<file path="config.mk">
export PLATFORM = sky130hd
export DESIGN_NAME = lru_page_order_list_flat
export DESIGN_NICKNAME = d
export VERILOG_FILES = /design/src/rtl/lpol_pkg.sv /design/src/rtl/lpol_if.sv /design/src/rtl/lpol_cell.sv /design/src/rtl/lru_page_order_list.sv /design/src/flat_wrapper.sv
export SDC_FILE = /design/constraint.sdc
export NUM_CORES = 2
export LEC_CHECK = 0
export ABC_AREA = 0
export BUFFER_PORTS_ARGS = -buffer_cell sky130_fd_sc_hd__buf_2
export CORE_AREA = 2 2 244 246
export DETAILED_ROUTE_END_ITERATION = 8
export DIE_AREA = 0 0 246 248
export GPL_TIMING_DRIVEN = 1
export PLACE_DENSITY = 0.85
export SLEW_MARGIN = 0
export SYNTH_ARGS = -nofsm -noshare
export SYNTH_HDL_FRONTEND = slang
export SYNTH_SLANG_ARGS = --single-unit
</file>
<file path="constraint.sdc">
create_clock -name clk -period 8 [get_ports clk]
set_input_delay 1.6 -clock clk [delete_from_list [all_inputs] [get_ports clk]]
set_output_delay 1.6 -clock clk [all_outputs]
set_load 0.03 [all_outputs]
</file>
<file path="src/rtl/lpol_pkg.sv">
// Package with the constants, codes and types of the page order list.
`timescale 1ns / 1ps
package lpol_pkg;

  localparam int MAX_ENTRIES = 16;
  localparam int CNT_W = $clog2(MAX_ENTRIES + 1);

  localparam logic [2:0] MODE_INSERT = 3'd0;
  localparam logic [2:0] MODE_EVICT  = 3'd1;
  localparam logic [2:0] MODE_TOUCH  = 3'd2;
  localparam logic [2:0] MODE_FREE   = 3'd3;
  localparam logic [2:0] MODE_QUERY  = 3'd4;

  localparam logic [1:0] ST_OK    = 2'd0;
  localparam logic [1:0] ST_FULL  = 2'd1;
  localparam logic [1:0] ST_EMPTY = 2'd2;

  typedef enum logic [2:0] {
    OP_NONE,
    OP_INSERT,
    OP_MARK_HEAD,
    OP_MARK_PAGE,
    OP_MARK_PROC,
    OP_SHIFT,
    OP_TOUCH_SHIFT
  } cell_op_t;

  typedef struct packed {
    logic        valid;
    logic        flag;
    logic [15:0] page;
    logic [7:0]  process;
    logic [7:0]  frame;
  } entry_t;

  typedef struct packed {
    cell_op_t    op;
    logic [15:0] page;
    logic [7:0]  process;
    logic [7:0]  frame;
  } cell_cmd_t;

endpackage

</file>
<file path="src/rtl/lpol_if.sv">
// Valid/ready channel interfaces for operations and results.
`timescale 1ns / 1ps
interface lpol_in_if;
  logic        valid;
  logic        ready;
  logic [2:0]  mode;
  logic [15:0] page_number;
  logic [7:0]  process_number;
  logic [7:0]  frame_number;

  modport source (output valid, output mode, output page_number,
                  output process_number, output frame_number, input ready);
  modport sink (input valid, input mode, input page_number,
                input process_number, input frame_number, output ready);
endinterface

interface lpol_out_if;
  logic        valid;
  logic        ready;
  logic [15:0] oldest_page;
  logic [7:0]  oldest_process;
  logic [7:0]  oldest_frame;
  logic [4:0]  entry_count;
  logic        is_empty;
  logic        touch_hit;
  logic [1:0]  status;

  modport source (output valid, output oldest_page, output oldest_process,
                  output oldest_frame, output entry_count, output is_empty,
                  output touch_hit, output status, input ready);
  modport sink (input valid, input oldest_page, input oldest_process,
                input oldest_frame, input entry_count, input is_empty,
                input touch_hit, input status, output ready);
endinterface

</file>
<file path="src/rtl/lpol_cell.sv">
// One slot of the list: holds an entry and moves it toward the head on removal.
`timescale 1ns / 1ps
module lpol_cell import lpol_pkg::*; (
  input  logic      clk,
  input  logic      rst_n,
  input  cell_cmd_t cmd,
  input  logic      is_head,
  input  logic      left_valid,
  input  logic      left_past,
  input  entry_t    carry_in,
  input  entry_t    right_ent,
  output entry_t    ent,
  output logic      past_out,
  output entry_t    carry_out
);

  entry_t ent_r;
  entry_t ent_nxt;
  logic   marked;
  logic   is_last;

  // A marked cell with no marked cell to its left is the first one; it
  // places its entry on the carry line for the tail cell.
  assign marked    = ent_r.valid & ent_r.flag;
  assign past_out  = left_past | marked;
  assign carry_out = (marked && !left_past) ? ent_r : carry_in;
  assign is_last   = ent_r.valid & ~right_ent.valid;
  assign ent       = ent_r;

  always_comb begin
    ent_nxt = ent_r;
    case (cmd.op)
      OP_INSERT: begin
        if (!ent_r.valid && (is_head || left_valid)) begin
          ent_nxt.valid   = 1'b1;
          ent_nxt.flag    = 1'b0;
          ent_nxt.page    = cmd.page;
          ent_nxt.process = cmd.process;
          ent_nxt.frame   = cmd.frame;
        end
      end
      OP_MARK_HEAD: ent_nxt.flag = ent_r.valid & is_head;
      OP_MARK_PAGE: ent_nxt.flag = ent_r.valid & (ent_r.page == cmd.page);
      OP_MARK_PROC: ent_nxt.flag = ent_r.valid & (ent_r.process == cmd.process);
      OP_SHIFT: begin
        if (past_out) begin
          ent_nxt = right_ent;
        end
      end
      OP_TOUCH_SHIFT: begin
        if (past_out) begin
          if (is_last) begin
            ent_nxt       = carry_out;
            ent_nxt.valid = 1'b1;
          end else begin
            ent_nxt = right_ent;
          end
        end
        ent_nxt.flag = 1'b0;
      end
      default: ;
    endcase
  end

  always_ff @(posedge clk) begin
    if (!rst_n) begin
      ent_r.valid <= 1'b0;
      ent_r.flag  <= 1'b0;
    end else begin
      ent_r.valid <= ent_nxt.valid;
      ent_r.flag  <= ent_nxt.flag;
    end
    ent_r.page    <= ent_nxt.page;
    ent_r.process <= ent_nxt.process;
    ent_r.frame   <= ent_nxt.frame;
  end

endmodule

</file>
<file path="src/rtl/lru_page_order_list.sv">
// Top level of the page order list: cell chain, sequencer and result register.
`timescale 1ns / 1ps
// The list keeps up to MAX_ENTRIES resident pages in a row of cells, oldest in
// cell 0, newest in the last valid cell. One input transaction carries one
// operation and yields exactly one result transaction, which reports the oldest
// entry, the count, an empty flag, the touch hit flag and a status. Insert,
// query, and a refused insert or evict go straight from idle to the finish
// state, where the result is registered; evict and touch pass through the step
// state once, and free stays in it until no entry is marked. Removal moves
// every entry to the right of the removed one a single cell toward the head, so
// a free removes its matching entries one at a time. A new operation is
// accepted in the cycle after its predecessor's result is registered, even
// while that result still waits at the output; the result register only holds
// the sequencer back when a second result is ready before the first was taken.
module lru_page_order_list import lpol_pkg::*; (
  input  logic clk,
  input  logic rst_n,
  lpol_in_if.sink    in_ch,
  lpol_out_if.source out_ch
);

  typedef enum logic [1:0] {
    S_IDLE,
    S_STEP,
    S_FINISH
  } state_t;

  state_t           state_r;
  logic [2:0]       mode_r;
  logic [1:0]       status_r;
  logic             hit_r;
  logic [CNT_W-1:0] count_r;

  logic             out_valid_r;
  logic [15:0]      out_page_r;
  logic [7:0]       out_process_r;
  logic [7:0]       out_frame_r;
  logic [4:0]       out_count_r;
  logic             out_empty_r;
  logic             out_hit_r;
  logic [1:0]       out_status_r;

  cell_cmd_t cmd;
  logic      accept;
  logic      full;
  logic      empty;
  logic      any_marked;
  logic      out_free;
  logic [31:0] count_ext;

  // Chain signals between neighboring cells.
  entry_t ents     [MAX_ENTRIES];
  logic   past     [MAX_ENTRIES];
  entry_t carry    [MAX_ENTRIES];
  entry_t carry_w  [MAX_ENTRIES];
  entry_t right_w  [MAX_ENTRIES];
  logic   lvalid_w [MAX_ENTRIES];
  logic   lpast_w  [MAX_ENTRIES];

  assign accept     = in_ch.valid && in_ch.ready;
  assign in_ch.ready = (state_r == S_IDLE);
  assign full       = (count_r == CNT_W'(MAX_ENTRIES));
  assign empty      = (count_r == '0);
  // The last cell's prefix output tells whether any cell is still marked.
  assign any_marked = past[MAX_ENTRIES-1];
  assign out_free   = !out_valid_r || out_ch.ready;
  assign count_ext  = 32'(count_r);

  for (genvar i = 0; i < MAX_ENTRIES; i++) begin : g_cell
    if (i == 0) begin : g_head
      assign lvalid_w[i] = 1'b0;
      assign lpast_w[i]  = 1'b0;
      assign carry_w[i]  = '0;
    end else begin : g_body
      assign lvalid_w[i] = ents[i-1].valid;
      assign lpast_w[i]  = past[i-1];
      assign carry_w[i]  = carry[i-1];
    end
    if (i == MAX_ENTRIES - 1) begin : g_tail
      assign right_w[i] = '0;
    end else begin : g_inner
      assign right_w[i] = ents[i+1];
    end

    lpol_cell u_cell (
      .clk       (clk),
      .rst_n     (rst_n),
      .cmd       (cmd),
      .is_head   (i == 0),
      .left_valid(lvalid_w[i]),
      .left_past (lpast_w[i]),
      .carry_in  (carry_w[i]),
      .right_ent (right_w[i]),
      .ent       (ents[i]),
      .past_out  (past[i]),
      .carry_out (carry[i])
    );
  end

  // Command broadcast to all cells. On acceptance the cells insert or mark
  // directly from the input payload; in the step state the first marked entry is
  // removed, or on a touch moved to the newest end.
  always_comb begin
    cmd.op      = OP_NONE;
    cmd.page    = in_ch.page_number;
    cmd.process = in_ch.process_number;
    cmd.frame   = in_ch.frame_number;
    if (state_r == S_IDLE && accept) begin
      case (in_ch.mode)
        MODE_INSERT: cmd.op = full ? OP_NONE : OP_INSERT;
        MODE_EVICT:  cmd.op = empty ? OP_NONE : OP_MARK_HEAD;
        MODE_TOUCH:  cmd.op = OP_MARK_PAGE;
        MODE_FREE:   cmd.op = OP_MARK_PROC;
        default:     cmd.op = OP_NONE;
      endcase
    end else if (state_r == S_STEP) begin
      cmd.op = (mode_r == MODE_TOUCH) ? OP_TOUCH_SHIFT : OP_SHIFT;
    end
  end

  always_ff @(posedge clk) begin
    if (!rst_n) begin
      state_r     <= S_IDLE;
      count_r     <= '0;
      out_valid_r <= 1'b0;
    end else begin
      // In the finish state the result register is loaded below instead.
      if (out_valid_r && out_ch.ready && state_r != S_FINISH) begin
        out_valid_r <= 1'b0;
      end
      unique case (state_r)
        S_IDLE: begin
          if (accept) begin
            mode_r <= in_ch.mode;
            hit_r  <= 1'b0;
            case (in_ch.mode)
              MODE_INSERT: begin
                state_r <= S_FINISH;
                if (full) begin
                  status_r <= ST_FULL;
                end else begin
                  status_r <= ST_OK;
                  count_r  <= count_r + CNT_W'(1);
                end
              end
              MODE_EVICT: begin
                if (empty) begin
                  status_r <= ST_EMPTY;
                  state_r  <= S_FINISH;
                end else begin
                  status_r <= ST_OK;
                  state_r  <= S_STEP;
                end
              end
              MODE_TOUCH, MODE_FREE: begin
                status_r <= ST_OK;
                state_r  <= S_STEP;
              end
              default: begin
                status_r <= ST_OK;
                state_r  <= S_FINISH;
              end
            endcase
          end
        end
        S_STEP: begin
          if (mode_r == MODE_TOUCH) begin
            hit_r   <= any_marked;
            state_r <= S_FINISH;
          end else if (mode_r == MODE_EVICT) begin
            count_r <= count_r - CNT_W'(1);
            state_r <= S_FINISH;
          end else if (any_marked) begin
            // Free: one matching entry leaves the list in this cycle.
            count_r <= count_r - CNT_W'(1);
          end else begin
            state_r <= S_FINISH;
          end
        end
        S_FINISH: begin
          if (out_free) begin
            out_valid_r   <= 1'b1;
            out_page_r    <= ents[0].valid ? ents[0].page : 16'd0;
            out_process_r <= ents[0].valid ? ents[0].process : 8'd0;
            out_frame_r   <= ents[0].valid ? ents[0].frame : 8'd0;
            out_count_r   <= count_ext[4:0];
            out_empty_r   <= empty;
            out_hit_r     <= hit_r;
            out_status_r  <= status_r;
            state_r       <= S_IDLE;
          end
        end
        default: state_r <= S_IDLE;
      endcase
    end
  end

  assign out_ch.valid          = out_valid_r;
  assign out_ch.oldest_page    = out_page_r;
  assign out_ch.oldest_process = out_process_r;
  assign out_ch.oldest_frame   = out_frame_r;
  assign out_ch.entry_count    = out_count_r;
  assign out_ch.is_empty       = out_empty_r;
  assign out_ch.touch_hit      = out_hit_r;
  assign out_ch.status         = out_status_r;

endmodule

</file>
<file path="src/flat_wrapper.sv">
// flat-port wrapper written by rule: the top's interface ports become plain ports
module lru_page_order_list_flat import lpol_pkg::*;
  (clk, rst_n, in_ch_valid, in_ch_mode, in_ch_page_number, in_ch_process_number, in_ch_frame_number, in_ch_ready, out_ch_valid, out_ch_oldest_page, out_ch_oldest_process, out_ch_oldest_frame, out_ch_entry_count, out_ch_is_empty, out_ch_touch_hit, out_ch_status, out_ch_ready);
  lpol_in_if in_ch_i ();
  lpol_out_if out_ch_i ();
  input  logic clk;
  input  logic rst_n;
  input wire logic [$bits(in_ch_i.valid)-1:0] in_ch_valid;
  input wire logic [$bits(in_ch_i.mode)-1:0] in_ch_mode;
  input wire logic [$bits(in_ch_i.page_number)-1:0] in_ch_page_number;
  input wire logic [$bits(in_ch_i.process_number)-1:0] in_ch_process_number;
  input wire logic [$bits(in_ch_i.frame_number)-1:0] in_ch_frame_number;
  output wire logic [$bits(in_ch_i.ready)-1:0] in_ch_ready;
  output wire logic [$bits(out_ch_i.valid)-1:0] out_ch_valid;
  output wire logic [$bits(out_ch_i.oldest_page)-1:0] out_ch_oldest_page;
  output wire logic [$bits(out_ch_i.oldest_process)-1:0] out_ch_oldest_process;
  output wire logic [$bits(out_ch_i.oldest_frame)-1:0] out_ch_oldest_frame;
  output wire logic [$bits(out_ch_i.entry_count)-1:0] out_ch_entry_count;
  output wire logic [$bits(out_ch_i.is_empty)-1:0] out_ch_is_empty;
  output wire logic [$bits(out_ch_i.touch_hit)-1:0] out_ch_touch_hit;
  output wire logic [$bits(out_ch_i.status)-1:0] out_ch_status;
  input wire logic [$bits(out_ch_i.ready)-1:0] out_ch_ready;
  assign in_ch_i.valid = in_ch_valid;
  assign in_ch_i.mode = in_ch_mode;
  assign in_ch_i.page_number = in_ch_page_number;
  assign in_ch_i.process_number = in_ch_process_number;
  assign in_ch_i.frame_number = in_ch_frame_number;
  assign in_ch_ready = in_ch_i.ready;
  assign out_ch_valid = out_ch_i.valid;
  assign out_ch_oldest_page = out_ch_i.oldest_page;
  assign out_ch_oldest_process = out_ch_i.oldest_process;
  assign out_ch_oldest_frame = out_ch_i.oldest_frame;
  assign out_ch_entry_count = out_ch_i.entry_count;
  assign out_ch_is_empty = out_ch_i.is_empty;
  assign out_ch_touch_hit = out_ch_i.touch_hit;
  assign out_ch_status = out_ch_i.status;
  assign out_ch_i.ready = out_ch_ready;
  lru_page_order_list u_core (.clk(clk), .rst_n(rst_n), .in_ch(in_ch_i), .out_ch(out_ch_i));
endmodule
</file>
==> qor.csv <==
metric,value,unit
critical_path_class,reg2reg,
hp-start,u_core.status_r[1],
synth_edf_count,559,
ys_seq_elements,599,
post_cts_buffers,0,
total_power,8.053,mW
grt_pass1_vias,31315,
r2r-end,u_core.g_cell[13].u_cell.ent[20],
tightest_slew,1470,ps
synth.top_cells.by_area,"edfxtp_1 (45%), a221o_1 (8.7%), xnor2_1 (5.9%), a21oi_1 (5.4%), xor2_1 (3.3%)",
antenna_found_initial,4,
synth_top_area_cell,edfxtp_1,
critical-path-max-stage-delay,900,ps
hpwl,90430,microns
post_cts_resized,0,
yosysTopAreaCellShare,45.27,%
p_leak,13.71,nW
utilization,68.73,%
crit_path_cell_trace,"buf_4, a22oi_2, buf_4, nand2_1, buf_4, mux2_2, o31ai_1, a41oi_1, a21o_1, a221o_1",
min_to,u_core.out_ch.status[1],
synth_warnings,0,
timing.setup.tns,0,ps
ys_seq_area_share,47.43,%
yosysUniqueCellTypes,78,
rr_worst_depth,10,
hold_depth,0,
cts_buffers,67,
dp_cells,4207,
final_area,40180,sq um
clockBufferDepth,3,
remaining_drc_errors,0,
avgViaCountPerCell,7.786,
start_util,63.43,%
end_kind,register,
fin_cells,4332,
synthFlopType,edfxtp_1,
cts_tree,done,
finalWeightedCongestion,0.9919,
arrival,4900,ps
cts.sink_count,599,
num_io_pins,82,
fin_crit,4534,ps
grt_pass1_wl,195400,microns
crit_path_start_kind,register,
syn_area_per_cell,10.24,sq um
drt_iter0_drc,6558,
cpMostUsedCell,buf_4,
clk_pin_slew,60,ps
hold_class,reg2reg,
reg2reg_from,u_core.g_cell[0].u_cell.ent[33],
overflow,0,
wire_per_inst,30.32,microns
drv_slew,0,
irDropWorstVdd,0.2311,mV
setup_viol,0,
max_freq,0.2206,GHz
die_w,246,microns
die_y,248,microns
r2r_slack,3470,ps
p_per_area,200.4,nW/um^2
grt_max_degree,74,
outcome,"complete, no violations",
grt_usage,42.10,%
insertion_delay,620,ps
critPathMaxFanout,73,
placed_area,38010,sq um
drive_above_1_share,9.814,%
mappedNetlistArea,37080,sq um
async_flop_share,0,%
ctsHoldBuffers,0,
final_hold_viol_count,0,
nNetsFinal,3546,
dieArea,61010,sq um
worstPathRequired,8370,ps
cp_slowest_cell,o31ai_1,
num_rows,89,
period_share,56.68,%
core,58460,sq um
root_buffer,clkbuf_16,
firstDrtPassIters,9,
wirelength,131300,microns
rsz0062_at_grt,false,
syn-instance-count,3621,
max_cap_viol_count,0,
cts.htree.levels,3,
place.port_buffers,81,
worst_clock_skew,26.07,ps
syn-num-nets,3664,
area_growth,8.347,%
slew_headroom,1.943,%
vias,33729,
ant_nets,0,
[metal layers]
metal | routed length (microns) | track usage, %
met4 | 8240 | 23.67
met3 | 20070 | 11.41
met2 | 56650 | 62.76
met5 | 0 | 0
met1 | 46370 | 55.72
[metrics by stage]
step	setup slack [ps]	hold WS (ps)
2_1_floorplan	1835	400.3
3_3_place_gp	3351	400.9
3_5_place_dp	3329	406.1
4_1_cts	3663	420.4
5_1_grt	3384	436.3
6_report	3466	426.5
[Yosys cell counts (30+ instances only)]
| cell | count |
|---|---|
| xnor2_1 | 251 |
| a221o_1 | 321 |
| and3_1 | 43 |
| a21oi_1 | 398 |
| nor3_1 | 51 |
| nand2_1 | 178 |
| a21o_1 | 61 |
| nor2_1 | 200 |
| clkbuf_1 | 281 |
| xor2_1 | 140 |
| a221oi_1 | 72 |
| nand4_1 | 58 |
| edfxtp_1 | 559 |
| inv_1 | 40 |
| buf_1 | 30 |
| o31ai_1 | 40 |
| a211o_1 | 47 |
| o21ai_0 | 146 |
| dfxtp_1 | 40 |
| buf_2 | 37 |
| nor4_1 | 81 |
| and2_1 | 67 |
| nand3_1 | 66 |
| a31oi_1 | 43 |
[kinds of logic after synthesis]
kind of cell	synth area share [%]
mux	0.2294
simple gates	12.58
flops	47.43
xor+xnor	9.235
compound gates	26.10
buf+inv	4.275
fa+ha+maj	0.1552
[worst max-delay path by stage]
stage	start	to	slack (ps)
2_1_floorplan	in_ch_mode[2]	u_core.g_cell[14].u_cell.ent[33]	1830
3_3_place_gp	in_ch_mode[2]	u_core.g_cell[5].u_cell.ent[5]	3350
3_5_place_dp	in_ch_mode[2]	u_core.g_cell[5].u_cell.ent[5]	3330
4_1_cts	u_core.g_cell[0].u_cell.ent[33]	u_core.g_cell[13].u_cell.ent[20]	3660
5_1_grt	u_core.g_cell[0].u_cell.ent[33]	u_core.g_cell[13].u_cell.ent[25]	3380
6_report	u_core.g_cell[0].u_cell.ent[33]	u_core.g_cell[13].u_cell.ent[20]	3470
[area by class of cell]
class                      count  area [sq um]
timing repair buffer         170          1074
clock buffer                  92          1834
fill                        4349         18280
inverter                      41         155.1
clock inverter                30         326.6
sequential                   599         17590
tap                          773         967.2
multi-input combinational   2624         18230
antenna                        3         7.507
[critical path, delay by kind of cell, from the launching register on]
| family | cells | cell delay, ps |
|---|---|---|
| AO/OA/AOI/OAI | 5 | 2160 |
| buffers and inverters | 3 | 1190 |
| flip-flops | 1 | 310 |
| multiplexers | 1 | 430 |
| AND/OR/NAND/NOR | 1 | 120 |
[report_power, final]
part	total, mW	switching, mW	internal [mW]
Sequential	3.78	0.152	3.62
Clock	3.13	1.32	1.81
Combinational	1.15	0.761	0.386
[sequential cells by signal, summed over array words and instances, names as in the netlist]
register                      count
u_core.g_cell.u_cell.ent        544
u_core.out_ch.oldest_page        16
u_core.out_ch.oldest_frame        8
u_core.out_ch.oldest_process      8
u_core.count_r                    5
u_core.out_ch.entry_count         5
u_core.mode_r                     3
u_core.out_ch.status              2
u_core.state_r                    2
u_core.status_r                   2
u_core.hit_r                      1
u_core.out_ch.is_empty            1
u_core.out_ch.touch_hit           1
u_core.out_ch.valid               1
[cells in the final DEF (no fill, tap or decap), types with 15 or more instances in the layout]
cell / Yosys / final
edfxtp_1: 559 / 559
a21oi_1: 398 / 395
a221o_1: 321 / 321
xnor2_1: 251 / 251
nor2_1: 200 / 186
nand2_1: 178 / 177
o21ai_0: 146 / 146
xor2_1: 140 / 140
buf_4: 6 / 89
nor4_1: 81 / 81
buf_2: 37 / 81
clkbuf_16: 0 / 70
a221oi_1: 72 / 68
and2_1: 67 / 67
nand3_1: 66 / 66
a21o_1: 61 / 61
nand4_1: 58 / 58
a211o_1: 47 / 47
and3_1: 43 / 43
a31oi_1: 43 / 43
inv_1: 40 / 40
o31ai_1: 40 / 39
nor3_1: 51 / 39
dfxtp_1: 40 / 39
nand3b_1: 28 / 28
nand2b_1: 27 / 27
a22o_1: 27 / 27
nor3b_1: 28 / 26
a22oi_1: 25 / 24
clkbuf_1: 281 / 22
and2_0: 18 / 18
or4_1: 15 / 15
Power figures use the tool's default switching activity.
